$ cat src/hdl/upc_pkg.sv
// ----------------------------------------------------------------------------
// upc_pkg
// types and constants shared by the udp port classifier modules
// ----------------------------------------------------------------------------
package upc_pkg;

  localparam int OFS_W   = 7;   // byte offset counter, saturating
  localparam int PORT_W  = 16;
  localparam int KEY_W   = 6;
  localparam int IHL_W   = 4;
  localparam int CFG_IDX_W = 2;
  localparam int CFG_DATA_W = 16;

  // register indexes on the config port
  localparam logic [CFG_IDX_W-1:0] REG_FEED_A_PORT = 2'd0;
  localparam logic [CFG_IDX_W-1:0] REG_FEED_B_PORT = 2'd1;
  localparam logic [CFG_IDX_W-1:0] REG_FEED_A_KEY  = 2'd2;
  localparam logic [CFG_IDX_W-1:0] REG_FEED_B_KEY  = 2'd3;

  localparam logic [PORT_W-1:0] FEED_A_PORT_RST = 16'd10000;
  localparam logic [PORT_W-1:0] FEED_B_PORT_RST = 16'd10001;
  localparam logic [KEY_W-1:0]  FEED_A_KEY_RST  = 6'd0;
  localparam logic [KEY_W-1:0]  FEED_B_KEY_RST  = 6'd1;

  // frame layout
  localparam logic [OFS_W-1:0] OFS_MAX      = 7'd127;
  localparam logic [OFS_W-1:0] OFS_ETYPE_HI = 7'd12;
  localparam logic [OFS_W-1:0] OFS_ETYPE_LO = 7'd13;
  localparam logic [OFS_W-1:0] OFS_IHL      = 7'd14;
  localparam logic [OFS_W-1:0] OFS_PROTO    = 7'd23;
  localparam logic [OFS_W-1:0] ETH_HDR_LEN  = 7'd14;
  localparam logic [OFS_W-1:0] IPV4_LAST_OFS = 7'd33;  // last byte of a minimal ipv4 header
  localparam logic [OFS_W-1:0] UDP_LAST_REL = 7'd7;    // last udp header byte past its start

  localparam logic [7:0]       ETYPE_HI   = 8'h08;
  localparam logic [7:0]       ETYPE_LO   = 8'h00;
  localparam logic [7:0]       PROTO_UDP  = 8'd17;
  localparam logic [IHL_W-1:0] IHL_MIN    = 4'd5;

  typedef struct packed {
    logic [PORT_W-1:0] a_port;
    logic [PORT_W-1:0] b_port;
    logic [KEY_W-1:0]  a_key;
    logic [KEY_W-1:0]  b_key;
  } cfg_t;

  typedef struct packed {
    logic             verdict;
    logic [KEY_W-1:0] key;
  } res_t;

endpackage

$ cat src/hdl/udp_port_packet_classifier.sv
// ----------------------------------------------------------------------------
// udp_port_packet_classifier
// steers ipv4/udp frames to a queue key by udp destination port
// ----------------------------------------------------------------------------
// a verdict shows on m_tvalid from the result register, loaded when its last byte leaves the input register
// throughput: one byte per cycle, set by the input register and the single parse stage
// the input stalls only while a last byte waits behind a verdict not yet taken
// reset: synchronous rst clears both stages, the frame state and loads the
// default ports 10000/10001 and keys 0/1
module udp_port_packet_classifier (
  input  logic                           clk,
  input  logic                           rst,
  // input byte stream
  input  logic                           s_tvalid,
  output logic                           s_tready,
  input  logic [7:0]                     s_tdata,   // [7:0] frame_byte
  input  logic                           s_tlast,   // last_byte
  // verdict stream, one beat per frame
  output logic                           m_tvalid,
  input  logic                           m_tready,
  output logic [7:0]                     m_tdata,   // [0] verdict, [6:1] queue_key, [7] zero
  // config write port
  input  logic                           cfg_we,
  input  logic [upc_pkg::CFG_IDX_W-1:0]  cfg_index,
  input  logic [upc_pkg::CFG_DATA_W-1:0] cfg_data
);
  import upc_pkg::*;

  cfg_t cfg;
  res_t res;

  // input register stage
  logic       s1_valid;
  logic [7:0] s1_byte;
  logic       s1_last;
  logic       s1_fire;

  // result register
  logic             out_verdict;
  logic [KEY_W-1:0] out_key;

  // a last beat needs the result register free or being drained this cycle
  assign s1_fire  = s1_valid && (!s1_last || !m_tvalid || m_tready);
  assign s_tready = !s1_valid || s1_fire;

  always_ff @(posedge clk) begin
    if (rst) begin
      s1_valid <= 1'b0;
    end else if (s_tready) begin
      s1_valid <= s_tvalid;
    end
  end

  always_ff @(posedge clk) begin
    if (s_tready && s_tvalid) begin
      s1_byte <= s_tdata;
      s1_last <= s_tlast;
    end
  end

  upc_cfg_regs u_cfg (
    .clk       (clk),
    .rst       (rst),
    .cfg_we    (cfg_we),
    .cfg_index (cfg_index),
    .cfg_data  (cfg_data),
    .cfg       (cfg)
  );

  upc_parser u_parser (
    .clk        (clk),
    .rst        (rst),
    .fire       (s1_fire),
    .frame_byte (s1_byte),
    .last_byte  (s1_last),
    .cfg        (cfg),
    .res        (res)
  );

  // result register, loaded by the last beat of a frame
  always_ff @(posedge clk) begin
    if (rst) begin
      m_tvalid <= 1'b0;
    end else if (s1_fire && s1_last) begin
      m_tvalid <= 1'b1;
    end else if (m_tready) begin
      m_tvalid <= 1'b0;
    end
  end

  always_ff @(posedge clk) begin
    if (s1_fire && s1_last) begin
      out_verdict <= res.verdict;
      out_key     <= res.key;
    end
  end

  assign m_tdata = {1'b0, out_key, out_verdict};

  // bytes in the middle of a frame are never held back
  a_mid_no_stall: assert property (@(posedge clk) disable iff (rst)
    s1_valid && !s1_last |-> s1_fire)
    else $error("mid-frame byte stalled");

  // a new verdict only comes from a last byte leaving the input stage
  a_verdict_src: assert property (@(posedge clk) disable iff (rst)
    $rose(m_tvalid) |-> $past(s1_fire && s1_last))
    else $error("verdict without last byte");

  // a held input beat is not overwritten
  a_s1_hold: assert property (@(posedge clk) disable iff (rst)
    s1_valid && !s1_fire |=> s1_valid && $stable(s1_byte) && $stable(s1_last))
    else $error("input stage overwritten");

  // a taken verdict with nothing behind it empties the result register
  a_out_drain: assert property (@(posedge clk) disable iff (rst)
    m_tvalid && m_tready && !(s1_fire && s1_last) |=> !m_tvalid)
    else $error("verdict repeated");

endmodule

$ cat src/hdl/upc_cfg_regs.sv
// ----------------------------------------------------------------------------
// upc_cfg_regs
// steering port and queue key registers, write only
// ----------------------------------------------------------------------------
module upc_cfg_regs (
  input  logic                           clk,
  input  logic                           rst,
  input  logic                           cfg_we,
  input  logic [upc_pkg::CFG_IDX_W-1:0]  cfg_index,
  input  logic [upc_pkg::CFG_DATA_W-1:0] cfg_data,
  output upc_pkg::cfg_t                  cfg
);
  import upc_pkg::*;

  always_ff @(posedge clk) begin
    if (rst) begin
      cfg.a_port <= FEED_A_PORT_RST;
      cfg.b_port <= FEED_B_PORT_RST;
      cfg.a_key  <= FEED_A_KEY_RST;
      cfg.b_key  <= FEED_B_KEY_RST;
    end else if (cfg_we) begin
      case (cfg_index)
        REG_FEED_A_PORT: cfg.a_port <= cfg_data;
        REG_FEED_B_PORT: cfg.b_port <= cfg_data;
        REG_FEED_A_KEY:  cfg.a_key  <= cfg_data[KEY_W-1:0];
        REG_FEED_B_KEY:  cfg.b_key  <= cfg_data[KEY_W-1:0];
        default: ;
      endcase
    end
  end

endmodule

$ cat src/hdl/upc_parser.sv
// ----------------------------------------------------------------------------
// upc_parser
// per-frame header state and the verdict for the byte being consumed
// ----------------------------------------------------------------------------
module upc_parser (
  input  logic          clk,
  input  logic          rst,
  input  logic          fire,       // consume one byte this cycle
  input  logic [7:0]    frame_byte,
  input  logic          last_byte,
  input  upc_pkg::cfg_t cfg,
  output upc_pkg::res_t res         // valid for a last byte
);
  import upc_pkg::*;

  logic [OFS_W-1:0]  byte_offset;
  logic [7:0]        held_byte;
  logic              headers_ok;
  logic [IHL_W-1:0]  header_words;
  logic [PORT_W-1:0] udp_dport;

  logic [7:0]        held_byte_next;
  logic              headers_ok_next;
  logic [IHL_W-1:0]  header_words_next;
  logic [PORT_W-1:0] udp_dport_next;
  logic [OFS_W-1:0]  udp_start;
  logic              ok;

  // udp start uses the ihl captured earlier in the frame
  assign udp_start = ETH_HDR_LEN + {1'b0, header_words, 2'b00};

  always_comb begin
    held_byte_next    = held_byte;
    headers_ok_next   = headers_ok;
    header_words_next = header_words;
    udp_dport_next    = udp_dport;
    case (byte_offset)
      OFS_ETYPE_HI: held_byte_next = frame_byte;
      OFS_ETYPE_LO: begin
        if (held_byte != ETYPE_HI || frame_byte != ETYPE_LO) headers_ok_next = 1'b0;
      end
      OFS_IHL:      header_words_next = frame_byte[IHL_W-1:0];
      OFS_PROTO: begin
        if (frame_byte != PROTO_UDP) headers_ok_next = 1'b0;
      end
      default: ;
    endcase
    if (byte_offset > OFS_IHL) begin
      if (byte_offset == udp_start + 7'd2) udp_dport_next[15:8] = frame_byte;
      else if (byte_offset == udp_start + 7'd3) udp_dport_next[7:0] = frame_byte;
    end
  end

  // udp start is at most 74, so the sum fits the offset width
  assign ok = headers_ok_next && (byte_offset >= IPV4_LAST_OFS) &&
              (header_words_next >= IHL_MIN) && (byte_offset >= udp_start + UDP_LAST_REL);

  always_comb begin
    res = '0;
    if (ok) begin
      if (udp_dport_next == cfg.a_port) begin
        res.verdict = 1'b1;
        res.key     = cfg.a_key;
      end else if (udp_dport_next == cfg.b_port) begin
        res.verdict = 1'b1;
        res.key     = cfg.b_key;
      end
    end
  end

  always_ff @(posedge clk) begin
    if (rst || (fire && last_byte)) begin
      byte_offset  <= '0;
      held_byte    <= '0;
      headers_ok   <= 1'b1;
      header_words <= '0;
      udp_dport    <= '0;
    end else if (fire) begin
      if (byte_offset != OFS_MAX) byte_offset <= byte_offset + 7'd1;
      held_byte    <= held_byte_next;
      headers_ok   <= headers_ok_next;
      header_words <= header_words_next;
      udp_dport    <= udp_dport_next;
    end
  end

endmodule
$ cat config.mk
export PLATFORM = sky130hd
export DESIGN_NAME = udp_port_packet_classifier
export DESIGN_NICKNAME = d
export VERILOG_FILES = /design/src/hdl/upc_pkg.sv /design/src/hdl/udp_port_packet_classifier.sv /design/src/hdl/upc_cfg_regs.sv /design/src/hdl/upc_parser.sv
export SDC_FILE = /design/constraint.sdc
export NUM_CORES = 1
export LEC_CHECK = 0
export ABC_AREA = 1
export BUFFER_PORTS_ARGS = -buffer_cell sky130_fd_sc_hd__clkbuf_2
export CAP_MARGIN = 5
export CORE_MARGIN = 2
export CORE_UTILIZATION = 39
export CTS_CLUSTER_SIZE = 28
export DETAILED_ROUTE_END_ITERATION = 8
export PLACE_DENSITY = 0.64
export SLEW_MARGIN = 20
export SYNTH_ARGS = -nofsm -noshare
export SYNTH_HDL_FRONTEND = slang
export SYNTH_SLANG_ARGS = --single-unit
$ cat constraint.sdc
create_clock -name clk -period 6.45 [get_ports clk]
set_clock_uncertainty 0.05 [all_clocks]
set_input_delay 1.29 -clock clk [delete_from_list [all_inputs] [get_ports clk]]
set_output_delay 1.29 -clock clk [all_outputs]
set_load 0.02 [all_outputs]
==> impl_metrics.yaml, run 1 <==
run_status:
  status: "completed"
logic_synthesis:
  yosysTopAreaCellShare_pct: 30.2
  ys.flop_type: "dfxtp_1"
  synth_edf_count: 16
  synth_area_leaders: "dfxtp_1, nand2_1, edfxtp_1"
  yosys-top-cells-count: "nand2_1, inv_1, dfxtp_1"
  syn-num-nets: 783
  synth-seq-cells: 98
  netlist_instances: 740
  seq_area_frac_synth_pct: 39.0
  synth_cell_types: 41
  synth.most_common_cell: "nand2_1"
  async_flop_share_pct: 0
  synthesis.area_mm2: 0.00544
  avgSynthCellArea_um2: 7.35
  yosys.area.top_type: "dfxtp_1"
  ys_warn_count: 0
pwr:
  ir_drop_mv: 0.150
  powerDensity_mw_per_mm2: 232
  p_total_mw: 1.41
  p_leak_nw: 3.12
sta:
  post-route-min-period_ps: 3840
  tns_ps: 0
  fmax_ghz: 0.260
  relSlewSlack_pct: 36.1
  setup_viol: 0
  hold_violations: 0
  tightest_slew_ps: 957
  finalCritPeriodShare_pct: 59.5
  rsz0062_at_grt: "false"
  fin_ws_ps: 2610
  slew_viol_final: 0
critical_path:
  startpoint_type: "primary input"
  critPathMaxStageDelay_ps: 780
  required_ps: 6680
  arrival_ps: 4070
  worst_path_dominant_cell_family: "simple AND/OR/NAND/NOR gates"
  cp_max_fo: 28
  timing.rr.start: "u_parser.header_words[0]"
  timing.rr.end: "out_key[0]"
  cp-end-kind: "flop"
  crit_buf_inv: 3
  critPathKind: "primary input to flop"
  cp_common_cell: "nand2_1"
  r2r_cells: 23
  path_cells: "clkbuf_2, nor2_1, nand2_1, nand2_1, clkinv_1, nand2_1, nand2_1, inv_1, o21ai_0, a21oi_1"
  crit_slowest_cell: "clkinv_1"
  rrSetupSlack_ps: 2690
hold_path:
  holdPathEnd: "u_parser.headers_ok"
  min_path_type: "flop to flop"
  hold_depth: 2
  min-delay-start: "u_parser.headers_ok"
detailed_routing:
  drt_iter0_markers: 238
  via_per_inst: 4.88
  route.vias.total: 4646
  first_pass_iters: 5
  wl_per_cell_um: 13.3
  drc_errors: 0
  postRouteAntennaNets: 0
  routed_wirelength_um: 12700
clock_network:
  post_cts_buffers: 0
  cts.sinks: 98
  cts_max_level: 3
  ctsHoldBuffers: 0
  cts_buffer_depth: 2
  cts_resized: 0
  cts-root-buf: "clkbuf_16"
  cts_tree: "built"
  cts_buffers: 9
  clock_latency_ps: 350
  clkTransAtPathRegs_ps: 70
final_layout:
  finalNetCount: 810
  drive_gt1_share_pct: 15.7
  fin_util_pct: 44.0
  syn2layout_area_growth_pct: 11.4
  num_antenna_cells: 0
  final_area_mm2: 0.00606
global_route:
  grt_overflow_total: 0
  grt_util_all_layers_pct: 18.2
  antenna_found_initial: 0
  grt_max_degree: 47
  grt_pass1_vias: 4223
  grt_pass1_wl_um: 21000
place:
  place_ws_ps: 2290
  place.gp.congestion: 0.846
  dp_hpwl_um: 9340
  port-buffer-count: 40
  placed_area_mm2: 0.00574
die:
  io_pins: 42
  die_area_mm2: 0.0149
  initial_utilization_pct: 39.5
  die_w_um: 122
  rows: 43
  die_h_um: 122
  core_mm2: 0.0138
job:
  maxCapViolCount: 0
==> how the worst max path moves through the flow <==
stage | endpoint | slack [ps] | startpoint | depth (start not counted)
6_report | u_parser.held_byte[7] | 2610 | m_tready | 10
5_1_grt | u_parser.held_byte[1] | 2260 | m_tready | 10
4_1_cts | u_parser.held_byte[0] | 2670 | m_tready | 10
3_5_place_dp | u_parser.held_byte[1] | 2290 | m_tready | 10
3_3_place_gp | u_parser.held_byte[2] | 2420 | m_tready | 10
2_1_floorplan | s_tready | 3450 | m_tready | 2
==> worst register-to-register path, cell delays in order, from the launching register on <==
cell and delay [ps]:
dfxtp_1 420, inv_2 110, ha_1 250, xnor2_1 200, ha_1 240, nand2_1 60, nand2_1 70, nand2_2 70
nand3_1 80, o21ai_1 140, nor2_8 400, nand3_4 240, nand2_1 160, nand2_1 90, nand2_1 70, nand2_1 40
nor2_1 200, nand2_2 130, nor2_8 180, nand2_4 110, nand2_1 80, nand2_1 60, inv_1 50, nor2_1 30
==> state kept, by name (all words and copies together) (netlist names), 4 cells and up <==
| signal | count |
|---|---|
| u_cfg.cfg | 44 |
| u_parser.udp_dport | 16 |
| s1_byte | 8 |
| u_parser.held_byte | 8 |
| u_parser.byte_offset | 7 |
| out_key | 6 |
| u_parser.header_words | 4 |
==> layout make-up <==
cell class / count / area (µm²)
clock inverters: 7 / 83.8
inverters: 108 / 408
clock buffers: 9 / 225
well taps: 180 / 225
multi-input cells: 508 / 2780
repair buffers: 42 / 215
flip-flops and latches: 98 / 2120
fillers: 1497 / 7710
==> cell usage in the layout, fill, tap and decap left out, types with 4 or more instances in the layout <==
cell / netlist / routed
ha_1: 11 / 11
nand3_1: 49 / 49
inv_1: 94 / 94
clkbuf_2: 0 / 40
edfxtp_1: 16 / 16
nand2_4: 8 / 8
nand4_2: 12 / 12
nand2_2: 9 / 9
o21ai_0: 68 / 68
a21oi_1: 47 / 47
inv_2: 7 / 7
nand2_1: 161 / 161
nand3_4: 4 / 4
dfxtp_1: 82 / 82
nor2_1: 77 / 77
nand3_2: 5 / 5
nand4_1: 9 / 9
nor4_1: 5 / 4
clkinv_1: 5 / 5
o211ai_1: 13 / 13
clkbuf_16: 0 / 9
==> report_power, final <==
| part | internal [mW] | total, mW | leakage (nW) | switching (mW) |
|---|---|---|---|---|
| registers | 0.649 | 0.668 | 0.825 | 0.0195 |
| clock network | 0.308 | 0.559 | 0.149 | 0.251 |
| logic | 0.0615 | 0.182 | 2.15 | 0.120 |
| total | 1.02 | 1.41 | 3.12 | 0.390 |
==> metal layers <==
| metal | share of wire, % | vias to the layer above | GRT usage (%) |
|---|---|---|---|
| li1 | - | 2476 | - |
| met1 | 49 | 2085 | 24.9 |
| met2 | 46 | 67 | 28.5 |
| met3 | 3.3 | 18 | 3.60 |
| met4 | 1.9 | 0 | 6.61 |
| met5 | 0 | - | 0 |
==> through the flow <==
stage               hold WS, ps  instances
floorplan                   368        740
global placement            386        936
detailed placement          392        936
CTS                         404        952
global route                437        952
finish                      400        952
==> kinds of logic after synthesis <==
family          after synthesis  share of synthesized area (%)
fa+ha+maj                    11                           2.53
xor+xnor                      2                          0.322
simple gates                356                           34.1
other cells                   1                         0.0689
compound gates              138                           13.8
buf+inv                     134                           10.1
flops                        98                           39.0
Note: power is estimated with default switching activity, not from simulation.
==> run 2: changes to the inputs <==
--- a/config.mk
+++ b/config.mk
@@ -5,7 +5,7 @@
 export SDC_FILE = /design/constraint.sdc
 export NUM_CORES = 1
 export LEC_CHECK = 0
-export ABC_AREA = 1
+export ABC_AREA = 0
 export BUFFER_PORTS_ARGS = -buffer_cell sky130_fd_sc_hd__clkbuf_2
 export CAP_MARGIN = 5
 export CORE_MARGIN = 2
==> constraint.sdc (replaced) <==
create_clock -name clk -period 3.6 [get_ports clk]
set_clock_uncertainty 0.05 [all_clocks]
set_input_delay 0.72 -clock clk [delete_from_list [all_inputs] [get_ports clk]]
set_output_delay 0.72 -clock clk [all_outputs]
set_load 0.02 [all_outputs]
==> impl_metrics.yaml, run 2 <==
run_status:
  status: "completed"
clock_network:
  cts_buffer_depth: 2
  clkTransAtPathRegs_ps: 70
  cts_max_level: 3
  cts_buffers: 9
  ctsHoldBuffers: 0
  cts.sinks: 98
  clock_latency_ps: 350
  cts_tree: "built"
  cts-root-buf: "clkbuf_16"
global_route:
  grt_overflow_total: 0
  grt_pass1_vias: 4343
  grt_pass1_wl_um: 23000
  grt_util_all_layers_pct: 20.2
  antenna_found_initial: 0
  grt_max_degree: 47
logic_synthesis:
  synth_cell_types: 67
  synth_compound_area_share_pct: 16.3
  seq_area_frac_synth_pct: 40.2
  synth_top_family_by_area: "simple AND/OR/NAND/NOR gates"
  async_flop_share_pct: 0
  synth-seq-cells: 98
  syn-num-nets: 661
  synth_mux_area_share_pct: 5.19
  yosys-top-cells-count: "nand2_1, dfxtp_1, a21oi_1"
  synth.most_common_cell: "nand2_1"
  synth_edf_count: 16
  synth_fa_ha_area_share_pct: 2.61
  synth_area_leaders: "dfxtp_1, edfxtp_1, nand2_1"
  synthesis.area_mm2: 0.00528
  ys.flop_type: "dfxtp_1"
  yosys.area.top_type: "dfxtp_1"
  synthSimpleGateAreaFrac_pct: 21.6
  yosysTopAreaCellShare_pct: 31.1
  netlist_instances: 618
  synth-xor-area-share_pct: 8.47
  avgSynthCellArea_um2: 8.54
  ys_warn_count: 0
pwr:
  p_leak_nw: 2.34
  ir_drop_mv: 0.220
  swShare_pct: 24.7
  intPower_mw: 1.69
  power_frac_comb_pct: 7.9
  p_switching_mw: 0.556
  powerDensity_mw_per_mm2: 377
  pwr-share-clk_pct: 39.5
  pwr-share-seq_pct: 52.6
  p_total_mw: 2.25
detailed_routing:
  first_pass_iters: 5
  drc_errors: 0
  routed_wirelength_um: 14400
  postRouteAntennaNets: 0
  drt_iter0_markers: 348
  wl_per_cell_um: 17.4
  route.vias.total: 4541
  via_per_inst: 5.47
place:
  port-buffer-count: 40
  place_ws_ps: 20.4
  dp_hpwl_um: 10600
  place.gp.congestion: 0.966
critical_path:
  arrival_ps: 3450
  cp-end-kind: "flop"
  crit_slowest_cell: "dfxtp_2"
  startpoint_type: "flop"
  startpoint: "u_parser.header_words[1]"
  crit_buf_inv: 2
  rrSetupSlack_ps: 200
  r2r_cells: 13
  timing.rr.end: "out_key[5]"
  timing.rr.start: "u_parser.header_words[1]"
  path_depth: 13
  required_ps: 3650
  path_cells: "inv_1, ha_2, inv_1, ha_4, nand4b_1, o221ai_4, xor2_4, nand4_4, mux2i_1, o22ai_1, nor4_2, and4bb_4, a32o_1"
  critPathKind: "flop to flop"
  endpoint: "out_key[5]"
  critPathMaxStageDelay_ps: 390
  cp_common_cell: "inv_1"
  cp_max_fo: 7
  worst_path_dominant_cell_family: "simple AND/OR/NAND/NOR gates"
final_layout:
  final_cell_mix: "nand2_1, dfxtp_1, a21oi_1"
  layout_commonest_cell: "nand2_1"
  drive_gt1_share_pct: 15.0
  syn2layout_area_growth_pct: 13.3
  reg_top3: "u_cfg.cfg: 44 flops, u_parser.udp_dport: 16 flops"
  largest_reg_flops: 44
  fin_util_pct: 45.2
  finalNetCount: 692
  num_antenna_cells: 0
  nFillCells: 1287
  top_register: "u_cfg.cfg"
die:
  initial_utilization_pct: 39.8
  rows: 42
  die_h_um: 120
  die_area_mm2: 0.0145
  die_w_um: 120
  core_mm2: 0.0132
  io_pins: 42
sta:
  slew_viol_final: 0
  tightest_slew_ps: 969
  hold_violations: 0
  fin_hold_ws_ps: 406
  fmax_ghz: 0.294
  fin_ws_ps: 201
  post-route-min-period_ps: 3400
  relSlewSlack_pct: 35.1
  setup_viol: 0
  finalCritPeriodShare_pct: 94.4
hold_path:
  min_path_type: "flop to flop"
job:
  maxCapViolCount: 0
## run 2: changes by cell type after synthesis, moves of 13 or more
cell      delta
nand2_1     -53
nand3_1     -27
inv_1       -64
xnor2_1     +18
o21ai_0     -50
xor2_1      +21
mux2i_1     +24
nor2_1      -39
nand3b_1    +13
a21oi_1     +13
## run 2: cell type report
type | instances | area (µm²) | area share [%]
multi-input combinational | 449 | 2900 | 48.4
clock inverter | 5 | 30.0 | 0.502
timing repair buffer | 60 | 350 | 5.86
inverter | 31 | 116 | 1.95
tap | 176 | 220 | 3.68
sequential | 98 | 2120 | 35.5
clock buffer | 11 | 243 | 4.06
## run 2: cell families after synthesis
group                      after synthesis
DFF                                     98
AOI/OAI and AO/OA                      133
other                                    1
muxes                                   26
and+or+nand+nor                        233
xor gates and xnor gates                45
adders and majority gates               11
buffers and inverters                   71
## run 2: repair_timing
action | CTS | global route
pin swaps | 0 | 4
gates resized for setup | 1 | 5
setup buffers | 0 | 3
cloned | 0 | 0
endpoints found under the setup margin | 1 | 6
## run 2: tightest hold or removal path, cell delays in order, from the launching register on
cell     delay (ps)
dfxtp_1         310
nand2_1          50
a21oi_1          50
## run 2: power groups by stage
stage / clock, mW / sequential, mW / combinational [mW]
after floorplan: 0 / 1.18 / 0.127
after global placement: 0 / 1.21 / 0.171
after detailed placement: 0 / 1.21 / 0.175
after CTS: 0.906 / 1.18 / 0.177
after global routing: 0.950 / 1.19 / 0.197
final: 0.889 / 1.18 / 0.178
## run 2: per-stage QoR
| step | instance area [µm²] | TNS (ps) | cells |
|---|---|---|---|
| 3_5_place_dp | 5650 | 0 | 811 |
| 4_1_cts | 5930 | 0 | 827 |
| 3_3_place_gp | 5650 | 0 | 811 |
| 5_1_grt | 5980 | -5.07 | 830 |
| 2_1_floorplan | 5280 | 0 | 618 |
| 6_report | 5980 | 0 | 830 |
## run 2: worst min-delay path by stage
stage,startpoint,endpoint,cells after the start
floorplan,u_parser.headers_ok,u_parser.headers_ok,1
global placement,u_parser.headers_ok,u_parser.headers_ok,1
detailed placement,u_parser.headers_ok,u_parser.headers_ok,1
CTS,u_parser.held_byte[3],u_parser.held_byte[3],2
global route,u_parser.headers_ok,u_parser.headers_ok,1
finish,u_parser.held_byte[2],u_parser.held_byte[2],2
## run 2: metal layers
| layer | part of all wire, % | global-route usage (%) | vias to the layer above |
|---|---|---|---|
| met3 | 5.8 | 3.25 | 26 |
| met2 | 47 | 32.9 | 160 |
| met1 | 44 | 27.1 | 2149 |
| li1 | - | - | 2206 |
| met4 | 2.5 | 7.56 | 0 |
| met5 | 0 | 0 | - |
==> run 3: changes to the inputs <==
--- a/config.mk
+++ b/config.mk
@@ -8,6 +8,7 @@
 export ABC_AREA = 0
 export BUFFER_PORTS_ARGS = -buffer_cell sky130_fd_sc_hd__clkbuf_2
 export CAP_MARGIN = 5
+export CORE_ASPECT_RATIO = 0.6
 export CORE_MARGIN = 2
 export CORE_UTILIZATION = 39
 export CTS_CLUSTER_SIZE = 28
@@ -16,4 +17,5 @@
 export SLEW_MARGIN = 20
 export SYNTH_ARGS = -nofsm -noshare
 export SYNTH_HDL_FRONTEND = slang
+export SYNTH_HIERARCHICAL = 1
 export SYNTH_SLANG_ARGS = --single-unit
==> impl_metrics.yaml, run 3 <==
run_status:
  status: "completed"
job:
  maxCapViolCount: 0
detailed_routing:
  routed_wirelength_um: 13800
  via_per_inst: 5.37
  first_pass_iters: 6
  drc_errors: 0
  postRouteAntennaNets: 0
  route.vias.total: 4293
  wl_per_cell_um: 17.3
  drt_iter0_markers: 327
place:
  dp_hpwl_um: 10200
  place.gp.congestion: 0.971
  port-buffer-count: 40
pwr:
  power_frac_comb_pct: 7.8
  p_leak_nw: 2.54
  p_switching_mw: 0.615
  intPower_mw: 1.71
  ir_drop_mv: 0.201
  powerDensity_mw_per_mm2: 375
  pwr-share-seq_pct: 50.8
  p_total_mw: 2.32
  pwr-share-clk_pct: 41.5
  swShare_pct: 26.5
die:
  die_w_um: 156
  rows: 33
  initial_utilization_pct: 39.7
  core_mm2: 0.0135
  die_h_um: 95.0
  io_pins: 42
  die_area_mm2: 0.0148
sta:
  setup_viol: 0
  hold_violations: 0
  fin_hold_ws_ps: 430
  slew_viol_final: 0
  post-route-min-period_ps: 3470
  tightest_slew_ps: 780
  fmax_ghz: 0.288
  relSlewSlack_pct: 47.8
  finalCritPeriodShare_pct: 96.4
logic_synthesis:
  async_flop_share_pct: 0
  netlist_instances: 582
  avgSynthCellArea_um2: 9.24
  ys_warn_count: 6
  syn-num-nets: 625
  synth_area_leaders: "dfxtp_1, mux2i_1, edfxtp_1"
  yosysTopAreaCellShare_pct: 30.5
  synth-seq-cells: 98
  yosys-top-cells-count: "dfxtp_1, nor2_1, mux2i_1"
  yosys.area.top_type: "dfxtp_1"
  synth.most_common_cell: "dfxtp_1"
  synthesis.area_mm2: 0.00538
  seq_area_frac_synth_pct: 39.5
  synth_edf_count: 16
  ys.flop_type: "dfxtp_1"
  synth_cell_types: 69
clock_network:
  cts_buffers: 9
  clock_latency_ps: 360
  cts_tree: "built"
  clkTransAtPathRegs_ps: 80
  cts_buffer_depth: 2
  cts_max_level: 3
  ctsHoldBuffers: 0
  cts.sinks: 98
  cts-root-buf: "clkbuf_16"
global_route:
  grt_pass1_vias: 3959
  grt_max_degree: 65
  grt_overflow_total: 0
  antenna_found_initial: 0
  grt_pass1_wl_um: 21100
  grt_util_all_layers_pct: 18.8
final_layout:
  top_register: "u_cfg/cfg"
  drive_gt1_share_pct: 17.5
  syn2layout_area_growth_pct: 15.1
  largest_reg_flops: 44
  nFillCells: 1279
  layout_commonest_cell: "dfxtp_1"
  finalNetCount: 662
  final_cell_mix: "dfxtp_1, nor2_1, mux2i_1"
  num_antenna_cells: 0
  reg_top3: "u_cfg/cfg: 44 flops, u_parser/udp_dport: 16 flops"
critical_path:
  r2r_cells: 15
  critPathKind: "flop to flop"
  rrSetupSlack_ps: 130
  startpoint_type: "flop"
  timing.rr.start: "u_parser/header_words[1]"
  arrival_ps: 3530
  timing.rr.end: "out_key[5]"
  cp_max_fo: 7
  cp-end-kind: "flop"
  required_ps: 3650
  startpoint: "u_parser/header_words[1]"
hold_path:
  min_path_type: "flop to flop"
  holdPathEnd: "u_cfg/cfg[9]"
  hold_depth: 2
  min-delay-start: "u_cfg/cfg[9]"
## run 3: changes by cell type in the layout (fill, tap and decap cells not counted), sizes merged, moves of 4 or more
cell,change
a21oi,-31
a32o,-6
inv,+4
mux2i,+47
nand2,-84
nand2b,+44
nand3,-16
nand3b,-11
nor2,+37
nor2b,-4
o21ai,-6
o22ai,-6
## run 3: power by group through the flow
stage	Sequential [mW]	Clock (mW)	Combinational, mW
after floorplan	1.18	0	0.128
after global placement	1.20	0	0.173
after detailed placement	1.20	0	0.176
after CTS	1.18	0.981	0.178
after global routing	1.18	1.03	0.196
final	1.18	0.962	0.181
## run 3: per-layer routing
metal	global-route usage, %	up-vias	share of wire (%)
li1	-	2079	-
met1	28.1	2056	51
met2	25.1	140	40
met3	5.97	18	7.9
met4	5.89	0	1.1
met5	0	-	0
## run 3: cell type report
type | instances | area, µm² | area share (%)
clock buffers | 9 | 225 | 3.64
clock inverters | 7 | 67.6 | 1.09
inverters | 30 | 113 | 1.82
multi-input cells | 418 | 3060 | 49.4
flip-flops and latches | 98 | 2120 | 34.3
well taps | 175 | 219 | 3.54
repair buffers | 62 | 387 | 6.24
## run 3: logic make-up after synthesis
kind of cell               Yosys count  share of synthesized area (%)
xor gates and xnor gates            45                           7.47
buffers and inverters               66                           5.49
muxes                               72                           13.5
other                                1                         0.0697
AOI/OAI and AO/OA                   86                           11.4
DFF                                 98                           39.5
adders and majority gates           11                           2.56
and+or+nand+nor                    203                           20.1
## run 3: timing repair
action / in CTS / in global routing
pin swaps: 4 / 11
buffers inserted: 3 / 2
gates cloned: 0 / 1
gates resized for setup: 4 / 19
endpoints found under the setup margin: 6 / 7
## run 3: worst max path at each step
stage	cells after the start	slack, ps	end
floorplan	13	60	out_key[0]
global placement	13	70	out_key[5]
detailed placement	13	-40	out_key[5]
CTS	15	20	out_key[5]
global route	15	-20	out_key[5]
finish	15	130	out_key[5]
## run 3: critical path: stages (launching register included)
cell      delay, ps
dfxtp_2         330
inv_1            60
ha_4            180
xnor2_2         160
ha_2            250
buf_6           110
nor2b_2         120
nand4_1         100
and3_4          250
a211oi_4        320
buf_6           160
mux2i_1         210
xnor2_1         130
nor4_2          400
nand3_4         200
mux2i_1         170
## run 3: stage by stage
| step | util, % | cells | setup TNS, ps | instance area (µm²) | worst slack (ps) |
|---|---|---|---|---|---|
| after detailed placement | 42.4 | 777 | -155 | 5750 | -38.8 |
| after global routing | 45.7 | 799 | -23.7 | 6190 | -23.7 |
| final | 45.7 | 799 | 0 | 6190 | 129 |
| after global placement | 42.4 | 777 | 0 | 5750 | 66.7 |
| after CTS | 44.9 | 796 | 0 | 6090 | 18.1 |
| after floorplan | - | 582 | 0 | 5380 | 63.8 |
